--- src/mcdt_pkg.sv ---
// ----------------------------------------------------------------------------
// mcdt_pkg
// Shared types and constants for the station address cooldown table.
// ----------------------------------------------------------------------------
package mcdt_pkg;

  localparam int ADDR_W = 48;
  localparam int TIME_W = 32;
  localparam int SLOTS_DEF = 8;
  localparam logic [TIME_W-1:0] WINDOW_RESET = 32'd5000;

  // controller states, one-hot
  typedef enum logic [2:0] {
    ST_IDLE = 3'b001,
    ST_SCAN = 3'b010,
    ST_DONE = 3'b100
  } state_t;

  // controller to datapath
  typedef struct packed {
    logic start;   // item accepted, load it and clear the scan flags
    logic scan;    // compare the slot read this cycle
    logic commit;  // update the table and load the result register
  } cmd_t;

  // datapath to controller
  typedef struct packed {
    logic last;      // the slot compared this cycle is the last one
    logic out_free;  // result register can take a new item
  } status_t;

endpackage

--- src/mcdt_ram.sv ---
// ----------------------------------------------------------------------------
// mcdt_ram
// Generic single write port, single read port RAM with registered read.
// ----------------------------------------------------------------------------
module mcdt_ram #(
  parameter int WIDTH = 32,
  parameter int DEPTH = 8
) (
  input  logic                     clk,
  input  logic                     we,
  input  logic [$clog2(DEPTH)-1:0] waddr,
  input  logic [WIDTH-1:0]         wdata,
  input  logic [$clog2(DEPTH)-1:0] raddr,
  output logic [WIDTH-1:0]         rdata
);

  logic [WIDTH-1:0] mem [DEPTH];

  // write port and registered read port
  always_ff @(posedge clk) begin
    if (we) begin
      mem[waddr] <= wdata;
    end
    rdata <= mem[raddr];
  end

endmodule

--- src/mcdt_ctrl.sv ---
// ----------------------------------------------------------------------------
// mcdt_ctrl
// Sequencer: accept an item, scan the slots, then commit the update.
// ----------------------------------------------------------------------------
module mcdt_ctrl
  import mcdt_pkg::*;
(
  input  logic    clk,
  input  logic    rst,
  input  logic    in_valid,
  output logic    in_ready,
  input  status_t status,
  output cmd_t    cmd
);

  state_t state, state_next;

  // state register
  always_ff @(posedge clk) begin
    if (rst) begin
      state <= ST_IDLE;
    end else begin
      state <= state_next;
    end
  end

  // commands
  assign in_ready   = (state == ST_IDLE);
  assign cmd.start  = in_ready && in_valid;
  assign cmd.scan   = (state == ST_SCAN);
  assign cmd.commit = (state == ST_DONE) && status.out_free;

  // next state
  always_comb begin
    state_next = state;
    case (state)
      ST_IDLE: begin
        if (in_valid) state_next = ST_SCAN;
      end
      ST_SCAN: begin
        if (status.last) state_next = ST_DONE;
      end
      ST_DONE: begin
        if (status.out_free) state_next = ST_IDLE;
      end
      default: state_next = ST_IDLE;
    endcase
  end

endmodule

--- src/mcdt_dp.sv ---
// ----------------------------------------------------------------------------
// mcdt_dp
// Datapath: slot tables, one-slot-a-cycle match and victim search, result
// register and window register.
// ----------------------------------------------------------------------------
module mcdt_dp
  import mcdt_pkg::*;
#(
  parameter int SLOTS = SLOTS_DEF
) (
  input  logic              clk,
  input  logic              rst,
  input  cmd_t              cmd,
  output status_t           status,
  input  logic [ADDR_W-1:0] station_addr,
  input  logic [TIME_W-1:0] timestamp_ms,
  input  logic              cfg_we,
  input  logic [TIME_W-1:0] cfg_data,
  output logic              out_valid,
  input  logic              out_ready,
  output logic              forward,
  output logic              was_known
);

  localparam int IDX_W = $clog2(SLOTS);
  localparam logic [IDX_W-1:0] LAST_IDX = IDX_W'(SLOTS - 1);

  logic [TIME_W-1:0] window;
  logic [ADDR_W-1:0] addr_q;
  logic [TIME_W-1:0] now_q;
  logic [SLOTS-1:0]  valid;
  logic [IDX_W-1:0]  scan_idx;
  logic [IDX_W-1:0]  rd_addr;
  logic [ADDR_W-1:0] rd_entry_addr;
  logic [TIME_W-1:0] rd_entry_time;

  logic              hit_found;
  logic [IDX_W-1:0]  hit_idx;
  logic [TIME_W-1:0] hit_time;
  logic              free_found;
  logic [IDX_W-1:0]  free_idx;
  logic              best_found;
  logic [IDX_W-1:0]  best_idx;
  logic [TIME_W-1:0] best_time;

  logic              slot_valid;
  logic              slot_match;
  logic [TIME_W-1:0] age;
  logic              cool;
  logic [IDX_W-1:0]  victim;
  logic [IDX_W-1:0]  wr_idx;
  logic              addr_we;
  logic              time_we;

  // cooldown window register
  always_ff @(posedge clk) begin
    if (rst) begin
      window <= WINDOW_RESET;
    end else if (cfg_we) begin
      window <= cfg_data;
    end
  end

  // item capture
  always_ff @(posedge clk) begin
    if (cmd.start) begin
      addr_q <= station_addr;
      now_q  <= timestamp_ms;
    end
  end

  // scan counter; read address runs one slot ahead of the compare
  always_ff @(posedge clk) begin
    if (cmd.start) begin
      scan_idx <= '0;
    end else if (cmd.scan) begin
      scan_idx <= scan_idx + 1'b1;
    end
  end

  assign rd_addr = cmd.scan ? IDX_W'(scan_idx + 1'b1) : '0;

  // per-slot compare
  assign slot_valid = valid[scan_idx];
  assign slot_match = slot_valid && (rd_entry_addr == addr_q);

  // hit, last free slot and oldest valid slot (first wins ties)
  always_ff @(posedge clk) begin
    if (cmd.start) begin
      hit_found  <= 1'b0;
      free_found <= 1'b0;
      best_found <= 1'b0;
    end else if (cmd.scan) begin
      if (slot_match && !hit_found) begin
        hit_found <= 1'b1;
        hit_idx   <= scan_idx;
        hit_time  <= rd_entry_time;
      end
      if (!slot_valid) begin
        free_found <= 1'b1;
        free_idx   <= scan_idx;
      end else if (!best_found || (rd_entry_time < best_time)) begin
        best_found <= 1'b1;
        best_idx   <= scan_idx;
        best_time  <= rd_entry_time;
      end
    end
  end

  assign status.last     = (scan_idx == LAST_IDX);
  assign status.out_free = !out_valid || out_ready;

  // update decision
  assign age     = now_q - hit_time;
  assign cool    = (age < window);
  assign victim  = free_found ? free_idx : best_idx;
  assign wr_idx  = hit_found ? hit_idx : victim;
  assign addr_we = cmd.commit && !hit_found;
  assign time_we = cmd.commit && (!hit_found || !cool);

  // valid marks
  always_ff @(posedge clk) begin
    if (rst) begin
      valid <= '0;
    end else if (addr_we) begin
      valid[victim] <= 1'b1;
    end
  end

  // slot tables
  mcdt_ram #(
    .WIDTH(ADDR_W),
    .DEPTH(SLOTS)
  ) u_addr_ram (
    .clk  (clk),
    .we   (addr_we),
    .waddr(wr_idx),
    .wdata(addr_q),
    .raddr(rd_addr),
    .rdata(rd_entry_addr)
  );

  mcdt_ram #(
    .WIDTH(TIME_W),
    .DEPTH(SLOTS)
  ) u_time_ram (
    .clk  (clk),
    .we   (time_we),
    .waddr(wr_idx),
    .wdata(now_q),
    .raddr(rd_addr),
    .rdata(rd_entry_time)
  );

  // result register
  always_ff @(posedge clk) begin
    if (rst) begin
      out_valid <= 1'b0;
    end else if (cmd.commit) begin
      out_valid <= 1'b1;
    end else if (out_ready) begin
      out_valid <= 1'b0;
    end
  end

  always_ff @(posedge clk) begin
    if (cmd.commit) begin
      forward   <= !hit_found || !cool;
      was_known <= hit_found;
    end
  end

endmodule

--- src/mac_cooldown_dedup_table_top.sv ---
// ----------------------------------------------------------------------------
// mac_cooldown_dedup_table_top
// Cooldown filter for station addresses over a small table of recent ones.
// ----------------------------------------------------------------------------
// Usage:
//   Input channel (in_valid/in_ready) carries station_addr and timestamp_ms.
//   Output channel (out_valid/out_ready) returns forward and was_known, one
//   result item per input item, in order.
//   cfg_we/cfg_data write the cooldown window in ms (reset value 5000); write
//   it only while no item is in flight.
//   Each item scans the table one slot per cycle through the registered read
//   port of the slot RAMs, then commits the update and loads the result
//   register. A new item is taken only after the previous one has been
//   committed.
//   The result sits in an output register; while the receiver stalls the block
//   still accepts and scans the next item and then waits to commit it until
//   the register is taken.
//   Reset (rst, synchronous) clears all valid marks, the handshake state and
//   restores the window; slot contents are not cleared.
// ----------------------------------------------------------------------------
module mac_cooldown_dedup_table_top
  import mcdt_pkg::*;
#(
  parameter int SLOTS = SLOTS_DEF
) (
  input  logic              clk,
  input  logic              rst,
  input  logic              in_valid,
  output logic              in_ready,
  input  logic [ADDR_W-1:0] station_addr,
  input  logic [TIME_W-1:0] timestamp_ms,
  output logic              out_valid,
  input  logic              out_ready,
  output logic              forward,
  output logic              was_known,
  input  logic              cfg_we,
  input  logic [TIME_W-1:0] cfg_data
);

  cmd_t    cmd;
  status_t status;

  // sequencer
  mcdt_ctrl u_ctrl (
    .clk     (clk),
    .rst     (rst),
    .in_valid(in_valid),
    .in_ready(in_ready),
    .status  (status),
    .cmd     (cmd)
  );

  // table and search datapath
  mcdt_dp #(
    .SLOTS(SLOTS)
  ) u_dp (
    .clk         (clk),
    .rst         (rst),
    .cmd         (cmd),
    .status      (status),
    .station_addr(station_addr),
    .timestamp_ms(timestamp_ms),
    .cfg_we      (cfg_we),
    .cfg_data    (cfg_data),
    .out_valid   (out_valid),
    .out_ready   (out_ready),
    .forward     (forward),
    .was_known   (was_known)
  );

endmodule
--- config.mk ---
export PLATFORM = sky130hd
export DESIGN_NAME = mac_cooldown_dedup_table_top
export DESIGN_NICKNAME = d
export VERILOG_FILES = /design/src/mcdt_pkg.sv /design/src/mcdt_ram.sv /design/src/mcdt_ctrl.sv /design/src/mcdt_dp.sv /design/src/mac_cooldown_dedup_table_top.sv
export SDC_FILE = /design/constraint.sdc
export NUM_CORES = 1
export LEC_CHECK = 0
export ABC_CLOCK_PERIOD_IN_PS = 5200
export BUFFER_PORTS_ARGS = -buffer_cell sky130_fd_sc_hd__buf_4
export CAP_MARGIN = 10
export CORE_MARGIN = 2
export CORE_UTILIZATION = 34
export DETAILED_ROUTE_END_ITERATION = 6
export PLACE_DENSITY = 0.55
export SYNTH_ARGS = -nofsm -noshare
export SYNTH_HDL_FRONTEND = slang
export SYNTH_SLANG_ARGS = --single-unit
--- constraint.sdc ---
create_clock -name clk -period 5.2 [get_ports clk]
set_input_delay 1.56 -clock clk [delete_from_list [all_inputs] [get_ports clk]]
set_output_delay 1.56 -clock clk [all_outputs]
set_load 0.005 [all_outputs]
==> results of run 1 <==
[metrics by stage]
stage	hold slack (ps)	total power [mW]	util	setup TNS [ps]	setup WS (ps)
after floorplan	406	8.80	-	-17780	-97.9
after CTS	458	15.8	0.401	0	47.2
final	458	15.6	0.405	0	307
after detailed placement	459	9.14	0.372	-96480	-410
after global placement	445	9.11	0.372	-73930	-324
after global routing	480	16.1	0.405	-2970	-35.7
[cells in the final DEF, fill, tap and decap left out, types with 14 or more instances in the layout]
cell type	count
mux2i_1	30
clkbuf_16	96
o21ai_1	23
nor2_1	153
buf_4	187
ha_1	94
nor2_4	24
xnor2_1	43
a21o_1	25
xor2_1	33
buf_12	27
clkinv_1	14
edfxtp_1	795
inv_1	191
nor3_1	87
o21ai_0	164
clkbuf_1	28
nand4_1	14
mux4_2	82
dfxtp_1	129
a21oi_1	282
nand2_1	120
[worst max-delay path, delay by kind of cell (launching register included)]
family | cells | cell delay (ps)
AO/OA/AOI/OAI | 12 | 2100
buffers and inverters | 5 | 700
XOR/XNOR | 1 | 150
AND/OR/NAND/NOR | 3 | 390
flip-flops | 1 | 390
adder cells (fa/ha/maj) | 3 | 890
[worst paths after layout]
path,end,depth (start not counted)
worst max-delay path,u_dp.u_time_ram.mem[0][2],24
worst min register to register,u_dp.hit_time[19],0
worst max register to register,u_dp.u_time_ram.mem[0][2],24
worst min-delay path,u_dp.hit_time[19],0
[repair_timing]
action                                  CTS  global route
gates resized for setup                  13             6
endpoints found under the hold margin     0             0
cloned                                    8             0
endpoints found under the setup margin  256           256
buffers inserted                          0            23
pin swaps                                 8            19
[report_power, final]
part | internal [mW] | switching (mW) | total, mW | leakage, nW
clock network | 3.85 | 2.80 | 6.65 | 1.48
logic | 0.293 | 0.408 | 0.700 | 5.83
registers | 8.15 | 0.125 | 8.28 | 8.28
total | 12.3 | 3.33 | 15.6 | 15.6
[layout make-up]
type | count | area [sq um] | area share
clock inverters | 36 | 370 | 0.00853
well taps | 1403 | 1760 | 0.0404
inverters | 192 | 723 | 0.0167
clock buffers | 137 | 2690 | 0.0619
multi-input cells | 1310 | 9420 | 0.217
flip-flops and latches | 925 | 26500 | 0.610
repair buffers | 216 | 1970 | 0.0453
[metal layers]
metal  routed length (um)  up-vias  track usage
met3                 4010      105       0.0229
met4                 1390        0       0.0385
met2                41900      532        0.258
li1                     -     9839            -
met1                38600    10500        0.205
met5                    0        -            0
[sequential cells by signal, indices dropped and copies added (netlist names)]
register,cells
u_ctrl.state,3
u_dp.addr_q,48
u_dp.best_found,1
u_dp.best_idx,3
u_dp.best_time,32
u_dp.forward,1
u_dp.free_found,1
u_dp.free_idx,3
u_dp.hit_found,1
u_dp.hit_idx,3
u_dp.hit_time,32
u_dp.now_q,32
u_dp.out_valid,1
u_dp.scan_idx,3
u_dp.u_addr_ram.mem,384
u_dp.u_addr_ram.rdata,48
u_dp.u_time_ram.mem,256
u_dp.u_time_ram.rdata,32
u_dp.valid,8
u_dp.was_known,1
u_dp.window,32
[cell families (layout without fill, tap and decap cells)]
group                      Yosys count  after routing  share of synthesized area
muxes                              118            118                     0.0602
buffers and inverters              303            581                     0.0327
and+or+nand+nor                    449            457                     0.0535
xor gates and xnor gates            76             76                     0.0181
adders and majority gates           96             96                     0.0328
AOI/OAI and AO/OA                  563            563                     0.0836
DFF                                925            925                      0.719
==> metrics, run 1 <==
Post-synth EDFFs 795; # Max-Cap Violations 0; largest net degree at the start of global routing 235; initial antenna violation count 2; number of buffers created by CTS 93; final net count 2951; Yosys Warn Count 0; Distinct cells, synth 58; Synth Cell Area 36800 sq um; CTS tree done; cell with the most instances after synthesis edfxtp_1; Synth area leaders edfxtp_1, dfxtp_1, mux4_2; worst path cell trace inv_1, ha_1, inv_1, fa_1, a21oi_2, o21ai_1, a21oi_2, buf_4, o21bai_1, a21oi_2, o21bai_1, a21oi_1, xnor2_1, ha_1, and3_1, a221o_1, a21oi_1, o21ai_0, a2111oi_2, nor2_2, o21ai_1, buf_6, nor2_4, buf_4; Reg clk slew, reported paths 60 ps; VDD IR max 283 uV; final instance area 43400 sq um; share of the synthesized area in the top cell type 0.648; Die Area 111000 sq um; io pins 121; Async S/R FF share, synth 0; post-DP HPWL 50300 um; Die Span Y 333 um; DR iter-0 viols 1639; Clock Latency Late Sink 660 ps; Core Footprint 107000 sq um; Leak Pwr 15.6 nW; worst stage delay on the critical path 460 ps; flops & latches, synth 925; first-pass GRT wire length 129000 um; most used cell, CP a21oi_2; Filler cells 9799; Period minus WS final 4890 ps; CP Class reg2reg; commonest cells in the netlist edfxtp_1, a21oi_1, inv_1; clock skew 24.0 ps; GRT Total Usage 0.152; placed cell count 4015; normalized max-slew margin 0.0911; CP startpoint u_dp.now_q[0]; Cell Rows 120; Syn Area/Cell 14.6 sq um; CP Capture Type register; Post-CTS Hold Buffers 0; Fmax 204 MHz; Worst R2R Start u_dp.now_q[0]; failing checks design-rule violations; final hold viol count 0; HP Start u_dp.u_time_ram.rdata[19]; Vias 21.0k; DRT antenna net count 0; Required @ worst endpoint 5610 ps; Initial Util 0.343; vias in the first global route 21.3k; Area Growth Syn to Fin 17.9%; vias per std cell 4.98; length of the first detailed-routing pass in iterations 7; WL/cell 20.4 um; CP max-delay cell fa_1; layout cells sized above 1 0.170; clk root buf clkbuf_16; Tcrit/Tclk final 0.941; Worst Hold Class reg2reg; status finished, violations left; GRT overflow 0; Synth Net Count 2743; register area share after synthesis 0.719; Finish-stage setup viols 0; Top FF cell, synth edfxtp_1; fin. max-slew vios 0; cell taking the most area after synthesis edfxtp_1; Post-Layout Cell Count 4219; WP data arrival 5300 ps; flop-to-flop setup slack 310 ps; CP Max Fanout 8; die width 333 um; Worst-Margin Slew 1360 ps; Ant. Diodes 0; Power Dens Cells 360 nW/um^2; CTS max path bufs 3; Cell Area, Placed 39800 sq um; port buffer count 120; clock sinks 925; startpoint types register; total wire length 85900 um; Mapped Cells 2530; drt drc 2; placer congestion estimate 0.796; Max H-tree Level 3
Note: power is estimated with default switching activity, not from simulation.
==> run 2: changes to the inputs <==
--- a/config.mk
+++ b/config.mk
@@ -11,7 +11,8 @@
 export CORE_MARGIN = 2
 export CORE_UTILIZATION = 34
 export DETAILED_ROUTE_END_ITERATION = 6
-export PLACE_DENSITY = 0.55
+export PLACE_DENSITY = 0.61
+export SLEW_MARGIN = 5
 export SYNTH_ARGS = -nofsm -noshare
 export SYNTH_HDL_FRONTEND = slang
 export SYNTH_SLANG_ARGS = --single-unit
==> metrics, run 2 (synthesis results as in run 1) <==
status finished, violations left; failing checks design-rule violations; Leak Pwr 15.6 nW; commonest non-fill, non-tap cell in the layout edfxtp_1; port buffer count 120; clock sinks 925; Post-CTS Hold Buffers 0; Sw Ratio 0.211; TNS Setup 0 ps; Filler cells 9789; Die Area 111000 sq um; Seq pwr share 0.533; final net count 2960; worst path cell trace inv_1, ha_1, inv_1, fa_1, a21oi_2, o21ai_1, a21oi_2, o31a_1, o21ai_2, a31oi_2, o21bai_1, xor2_1, ha_1, a21o_1, a21o_1, a21oi_1, nor2_1, a2111oi_2, a22oi_2, o21ai_1, buf_6, nor2_4, buf_4; cell internal pwr 12.2 mW; Period minus WS final 4780 ps; Worst Hold Class reg2reg; Required @ worst endpoint 5610 ps; # Max-Cap Violations 0; vias in the first global route 20.5k; met3 GRT Util 0.0240; combinational share of power 0.045; VDD IR max 236 uV; busiest layer in global routing met2; initial antenna violation count 3; WP data arrival 5180 ps; Area Growth Syn to Fin 17.9%; GRT Total Usage 0.148; Max H-tree Level 3; Worst-Margin Slew 1160 ps; CP Max Fanout 8; WL/cell 19.7 um; CP Class reg2reg; DRT antenna net count 0; layout cells sized above 1 0.175; clock skew 21.5 ps; most frequent cells in the layout edfxtp_1, a21oi_1, buf_4; number of buffers created by CTS 90; Initial Util 0.343; Biggest register u_dp.u_addr_ram.mem; Fmax 209 MHz; clk root buf clkbuf_16; CP Capture Type register; final hold viol count 0; CP max-delay cell fa_1; total wire length 83200 um; CTS max path bufs 3; Vias 20.8k; Design Power 15.5 mW; RSZ-0062 raised after global routing false; Cell Rows 120; Die Span Y 333 um; Finish-stage setup viols 0; delay-heaviest family, CP compound AO/OA/AOI/OAI gates; length of the first detailed-routing pass in iterations 7; max reg flops 384; normalized max-slew margin 0.227; GRT overflow 0; largest net degree at the start of global routing 136; met1 usage 0.205; vias per std cell 4.94; Ant. Diodes 0; Regs by FF count u_dp.u_addr_ram.mem: 384 flops, u_dp.u_time_ram.mem: 256 flops; Switch Pwr 3.28 mW; Bufs and invs on worst path 4; Reg clk slew, reported paths 60 ps; met2 Use GR 0.244; fin. max-slew vios 0; die width 333 um; Final WS setup 423 ps; worst stage delay on the critical path 460 ps; Post-Place Setup Slack -421 ps; DR iter-0 viols 1890; io pins 121; Power Dens Cells 357 nW/um^2; clock power share 0.423; Core Footprint 107000 sq um; CTS tree done; drt drc 1; Clock Latency Late Sink 650 ps; startpoint types register; Tcrit/Tclk final 0.919; post-DP HPWL 49100 um; final core occ 0.405; placer congestion estimate 0.814; first-pass GRT wire length 126000 um
run 2: cell type report:
cell class                      instances  area, sq um  share of cell area
Multi-Input combinational cell       1310         9430               0.217
Timing Repair Buffer                  228         2070              0.0477
Sequential cell                       925        26500               0.610
Clock inverter                         49          551              0.0127
Clock buffer                          115         2420              0.0556
Inverter                              192          723              0.0167
Tap cell                             1403         1760              0.0404
run 2: what timing repair did:
item	in CTS	in global routing
setup buffers	17	5
cloned	8	0
gates resized for setup	10	9
pin swaps	11	10
endpoints found under the setup margin	256	257
run 2: worst paths after layout:
check,endpoint,slack (ps),startpoint,cells after the start
setup / recovery,u_dp.u_time_ram.mem[0][1],420,u_dp.now_q[0],23
hold reg to reg,u_dp.hit_time[31],460,u_dp.u_time_ram.rdata[31],0
setup reg to reg,u_dp.u_time_ram.mem[0][1],420,u_dp.now_q[0],23
hold / removal,u_dp.hit_time[31],460,u_dp.u_time_ram.rdata[31],0
run 2: power by group through the flow:
stage / Clock (mW) / Combinational [mW] / Sequential (mW)
final: 6.56 / 0.692 / 8.27
after floorplan: 0 / 0.409 / 8.39
after detailed placement: 0 / 0.691 / 8.43
after global routing: 6.99 / 0.776 / 8.28
after global placement: 0 / 0.685 / 8.42
after CTS: 6.70 / 0.698 / 8.27
run 2: routing by layer:
metal  part of all wire  vias up
li1                   -     9836
met1               0.44    10300
met2               0.48      585
met3              0.057      124
met4              0.021        4
met5            0.00035        -
run 2: per-stage QoR:
step,area (sq um),std cells,hold slack (ps)
after floorplan,36800,2530,406
final,43400,4222,464
after detailed placement,39900,4028,458
after CTS,43300,4217,469
after global placement,39900,4028,446
after global routing,43400,4222,488
